<file path="src/rtl/core/rcp_pkg.sv">
// Shared types and constants for the rectangle canvas painter.
// No dependencies; imported by every module of the block.
package rcp_pkg;

    // Canvas geometry and coordinate format
    localparam int MAX_SIDE   = 512;
    localparam int SIDE_BITS  = $clog2(MAX_SIDE);
    localparam int DIM_BITS   = SIDE_BITS + 1;
    localparam int ADDR_BITS  = 2 * SIDE_BITS;
    localparam int FRAC_BITS  = 8;
    localparam int COORD_W    = 24;
    // wide enough for right/bottom edge minus a pixel position
    localparam int CALC_W     = COORD_W + 3;
    localparam int CHAR_W     = 8;
    localparam int CFG_DATA_W = 10;

    // Operation codes
    localparam logic [1:0] OP_CLEAR = 2'd0;
    localparam logic [1:0] OP_DRAW  = 2'd1;
    localparam logic [1:0] OP_READ  = 2'd2;

    // Result status codes
    localparam logic [1:0] STS_DONE    = 2'd0;
    localparam logic [1:0] STS_REJECT  = 2'd1;
    localparam logic [1:0] STS_IGNORED = 2'd2;

    // Configuration register indexes
    localparam logic [1:0] REG_WIDTH  = 2'd0;
    localparam logic [1:0] REG_HEIGHT = 2'd1;
    localparam logic [1:0] REG_BGCHAR = 2'd2;

    // Shape letters
    localparam logic [7:0] LETTER_OUTLINE = 8'h72;  // 'r'
    localparam logic [7:0] LETTER_FILLED  = 8'h52;  // 'R'

    // Controller to datapath commands
    typedef struct packed {
        logic accept;      // capture the incoming item
        logic sweep_step;  // visit one pixel, advance counters
        logic rd_en;       // read one canvas byte
        logic load_out;    // move the result into the output register
    } t_dp_cmd;

    // Datapath to controller status
    typedef struct packed {
        logic start_sweep;  // incoming item needs a full canvas pass
        logic start_read;   // incoming item reads a pixel
        logic sweep_last;   // current pixel is the last one of the pass
    } t_dp_sts;

endpackage

</file>
<file path="src/rtl/core/rcp_ctrl.sv">
// Controller state machine for the rectangle canvas painter.
// Depends on rcp_pkg; drives the datapath through t_dp_cmd.
module rcp_ctrl (
    input  logic             i_clk,
    input  logic             i_rst_n,
    input  logic             i_valid,
    output logic             o_stall,
    output logic             o_valid,
    input  logic             i_stall,
    input  rcp_pkg::t_dp_sts i_sts,
    output rcp_pkg::t_dp_cmd o_cmd
);
    import rcp_pkg::*;

    typedef enum logic [3:0] {
        S_IDLE   = 4'b0001,
        S_SWEEP  = 4'b0010,
        S_READ   = 4'b0100,
        S_FINISH = 4'b1000
    } t_state;

    t_state r_state, n_state;
    logic   r_out_valid, n_out_valid;
    logic   out_free;

    assign o_stall  = (r_state != S_IDLE);
    assign o_valid  = r_out_valid;
    assign out_free = !r_out_valid || !i_stall;

    // Next state and commands
    always_comb begin
        n_state = r_state;
        o_cmd   = '0;
        case (r_state)
            S_IDLE: begin
                if (i_valid) begin
                    o_cmd.accept = 1'b1;
                    if (i_sts.start_sweep) begin
                        n_state = S_SWEEP;
                    end else if (i_sts.start_read) begin
                        n_state = S_READ;
                    end else begin
                        n_state = S_FINISH;
                    end
                end
            end
            S_SWEEP: begin
                o_cmd.sweep_step = 1'b1;
                if (i_sts.sweep_last) begin
                    n_state = S_FINISH;
                end
            end
            S_READ: begin
                o_cmd.rd_en = 1'b1;
                n_state     = S_FINISH;
            end
            S_FINISH: begin
                // wait for the output register to free up
                if (out_free) begin
                    o_cmd.load_out = 1'b1;
                    n_state        = S_IDLE;
                end
            end
            default: n_state = S_IDLE;
        endcase
    end

    // Output valid flag
    always_comb begin
        n_out_valid = r_out_valid;
        if (o_cmd.load_out) begin
            n_out_valid = 1'b1;
        end else if (r_out_valid && !i_stall) begin
            n_out_valid = 1'b0;
        end
    end

    always_ff @(posedge i_clk) begin
        if (!i_rst_n) begin
            r_state     <= S_IDLE;
            r_out_valid <= 1'b0;
        end else begin
            r_state     <= n_state;
            r_out_valid <= n_out_valid;
        end
    end

endmodule

</file>
<file path="config.mk">
export PLATFORM = sky130hd
export DESIGN_NAME = rcp_ctrl
export DESIGN_NICKNAME = d
export VERILOG_FILES = /design/src/rtl/core/rcp_pkg.sv /design/src/rtl/core/rcp_ctrl.sv
export SDC_FILE = /design/constraint.sdc
export NUM_CORES = 1
export LEC_CHECK = 0
export BUFFER_PORTS_ARGS = -buffer_cell sky130_fd_sc_hd__buf_4
export CAP_MARGIN = 0
export CORE_AREA = 2 2 39 41
export CTS_BUF_LIST = sky130_fd_sc_hd__clkbuf_4
export DETAILED_ROUTE_END_ITERATION = 10
export DIE_AREA = 0 0 41 43
export GPL_TIMING_DRIVEN = 0
export PLACE_DENSITY = 0.44
export SETUP_SLACK_MARGIN = 0.1
export SLEW_MARGIN = 5
export SYNTH_ARGS = -nofsm -noshare
export SYNTH_HDL_FRONTEND = slang
export SYNTH_SLANG_ARGS = --single-unit
</file>
<file path="constraint.sdc">
create_clock -name i_clk -period 2.4 [get_ports i_clk]
set_clock_uncertainty 0.2 [all_clocks]
set_input_delay 0.6 -clock i_clk [delete_from_list [all_inputs] [get_ports i_clk]]
set_output_delay 0.6 -clock i_clk [all_outputs]
set_load 0.01 [all_outputs]
</file>
==> out/results.ini <==
[clock_network]
cts.sinks=5
cts_made_buffers=3
cts-root-to-sink-buffers=2
tritoncts=built
htreeDepth=1
cts.root.buffer_cell=sky130_fd_sc_hd__clkbuf_4
clk-insertion-delay-late_ps=230
cts_hold_repair.buffers=0
worst_setup_hold_path_clk_slew_ps=40

[worst_setup_path]
critical_path.max_fanout=8
worst_setup_path_startpoint=r_state[1]
timing.rr.start=r_state[1]
crit_arrival_ps=1450
criticalPathCategory=flop to primary output
critPathLaunchType=flop
critical_path.endpoint_type=primary output
worstPathRequired_ps=1600

[final_layout]
finish.net_count=61
sequential_cell_area_um2=111
layout-area-overhead-vs-synth_pct=51.9
post_route_cells_drive_above_1_share_pct=58.5
n_antenna_cell=0
layout.cells.non_filler=69
nFillCells=149
multi_input_area_um2=205
final_cell_area_um2=498

[synthesis]
synth.area.top_cells=sky130_fd_sc_hd__dfxtp_1 (31%), sky130_fd_sc_hd__nor4b_4 (7.3%), sky130_fd_sc_hd__inv_1 (5.7%)
synth_top_cell_by_area=sky130_fd_sc_hd__dfxtp_1
synth_top_cells_by_count=sky130_fd_sc_hd__dfxtp_1 (5), sky130_fd_sc_hd__inv_1 (5), sky130_fd_sc_hd__nand2_1 (3)
synth_top_flop_cell=sky130_fd_sc_hd__dfxtp_1
synth.cell_area_um2=328
synth_sequential_area_ratio_pct=30.5
synth_enable_flop_cells=0
synth_top_cell_area_share_pct=30.5
async_reset_ff_share_pct=0
syn-num-nets=42
synth.avg_cell_area_um2=9.37
synth.yosys.warnings=0
number_of_distinct_library_cell_variants_in_the_gate_level_netlist_after_synthesis=22
synth_register_bits=5
synth_cells=35

[route]
first_pass_iters=2
wl_um=808
drtAntennaViolNets=0
vias=318
first_iter_violations=2
remaining_drc_errors=0
avgRoutedWirePerCell_um=11.7
post_drt_via_cell_ratio=4.61

[placed_design]
port-buffer-count=12
placer_s_final_routability_congestion_estimate=0.703
numPlacedInstances=63
postPlaceCellArea_um2=438

[floorplanning]
total_die_area_um2=1760
io_pins=13
die_width_um=41
placement_rows=14
initial_utilization_pct=23.7
core-area_um2=1380
die_h_um=43

[pwr]
total_power_uw=269
maximum_vdd_ir_drop_mv=0.331
cellPowerDensity_nw_per_um2=541
static_leakage_nw=0.232

[global_route]
grt_antenna_before_repair=0
grt_pass1_vias=308
grt-ovfl-total=0
grt_use_total_pct=10.8
maximum_number_of_pins_on_one_net_before_global_route_repair=9
grt_first_pass_wirelength_um=1320

[outcome]
run_status=finished clean

[timing]
timing_max_transition_violations_final=0
worst_pin_slew_ps=399
finalCriticalPeriod_ps=2250
layout_worst_path_cycle_share_pct=93.8
totalNegativeSetupSlack_ps=0
clock.fmax_ghz=0.444
report.final.hold_viol_count=0
slew-limit-headroom_pct=73.0
grt_setup_unrepaired=no
report.final.setup_viol=0

[hold_path]
worstHoldPathType=flop to flop
hold_path_startpoint=o_valid

[job]
cap_violations=0

worst max-delay path, stage by stage, from the launching register on:
cell	delay (ps)
sky130_fd_sc_hd__dfxtp_4	370
sky130_fd_sc_hd__or4b_4	530
sky130_fd_sc_hd__a21oi_2	110
sky130_fd_sc_hd__buf_4	110
sky130_fd_sc_hd__buf_4	100
report_power, final:
group / switching [mW] / internal, mW / total (mW)
combinational: 0.0288 / 0.0373 / 0.0660
clock: 0.0303 / 0.0739 / 0.104
sequential: 0.0106 / 0.0886 / 0.0991
per-layer routing:
metal  up-vias  track usage, %  part of all wire, %
met5         -               0                    0
met4         0               0                    0
met3         0            4.71                  3.0
met2         3            17.5                   56
met1       147            13.8                   41
li1        168               -                    -
state kept, by name (all words and copies together), names as in the netlist:
register	count
o_valid	1
r_state	4
timing repair:
item                       4_1_cts  5_1_grt
pin swaps                        1        0
buffers inserted                 1        1
setup endpoints to repair        1        1
gates resized for setup          6        1
logic make-up (layout without fill, tap and decap cells):
| group | after synthesis | count (layout) | share of synthesized area, % |
|---|---|---|---|
| and+or+nand+nor | 14 | 14 | 36.6 |
| AOI/OAI and AO/OA | 10 | 10 | 24.8 |
| buffers and inverters | 6 | 24 | 8.02 |
| DFF | 5 | 5 | 30.5 |
path summary, 6_finish.rpt:
| kind | endpoint | slack (ps) | cells after the start |
|---|---|---|---|
| worst max-delay path | o_cmd[0] | 150 | 4 |
| worst max register to register | r_state[2] | 840 | 4 |
| worst min register to register | o_valid | 340 | 2 |
| worst min-delay path | o_valid | 340 | 2 |
layout by cell type, fill, tap and decap left out, drive strengths merged:
master and n:
a211oi 2, inv 5, a21o 1, or4b 1
nor4b 3, nand2 3, nor3 1, a32oi 1
clkbuf 4, nand3b 1, and2b 1, buf 15
or3b 2, o21ai 3, nor2 1, and4b 1
a21oi 2, o311ai 1, dfxtp 5
per-stage QoR:
stage	utilization, %	hold slack [ps]	setup WS (ps)
final	36.0	338	149
after global routing	36.0	371	103
after CTS	35.3	343	119
after detailed placement	31.6	328	224
after global placement	31.6	326	251
after floorplan	-	341	410
cell type report:
cell class | instances | share of cell area [%]
Buffer | 1 | 1.51
Clock buffer | 4 | 6.03
Inverter | 5 | 3.77
Multi-Input combinational cell | 24 | 41.2
Sequential cell | 5 | 22.4
Tap cell | 16 | 4.02
Timing Repair Buffer | 14 | 21.1
(Power assumes the default switching activity.)
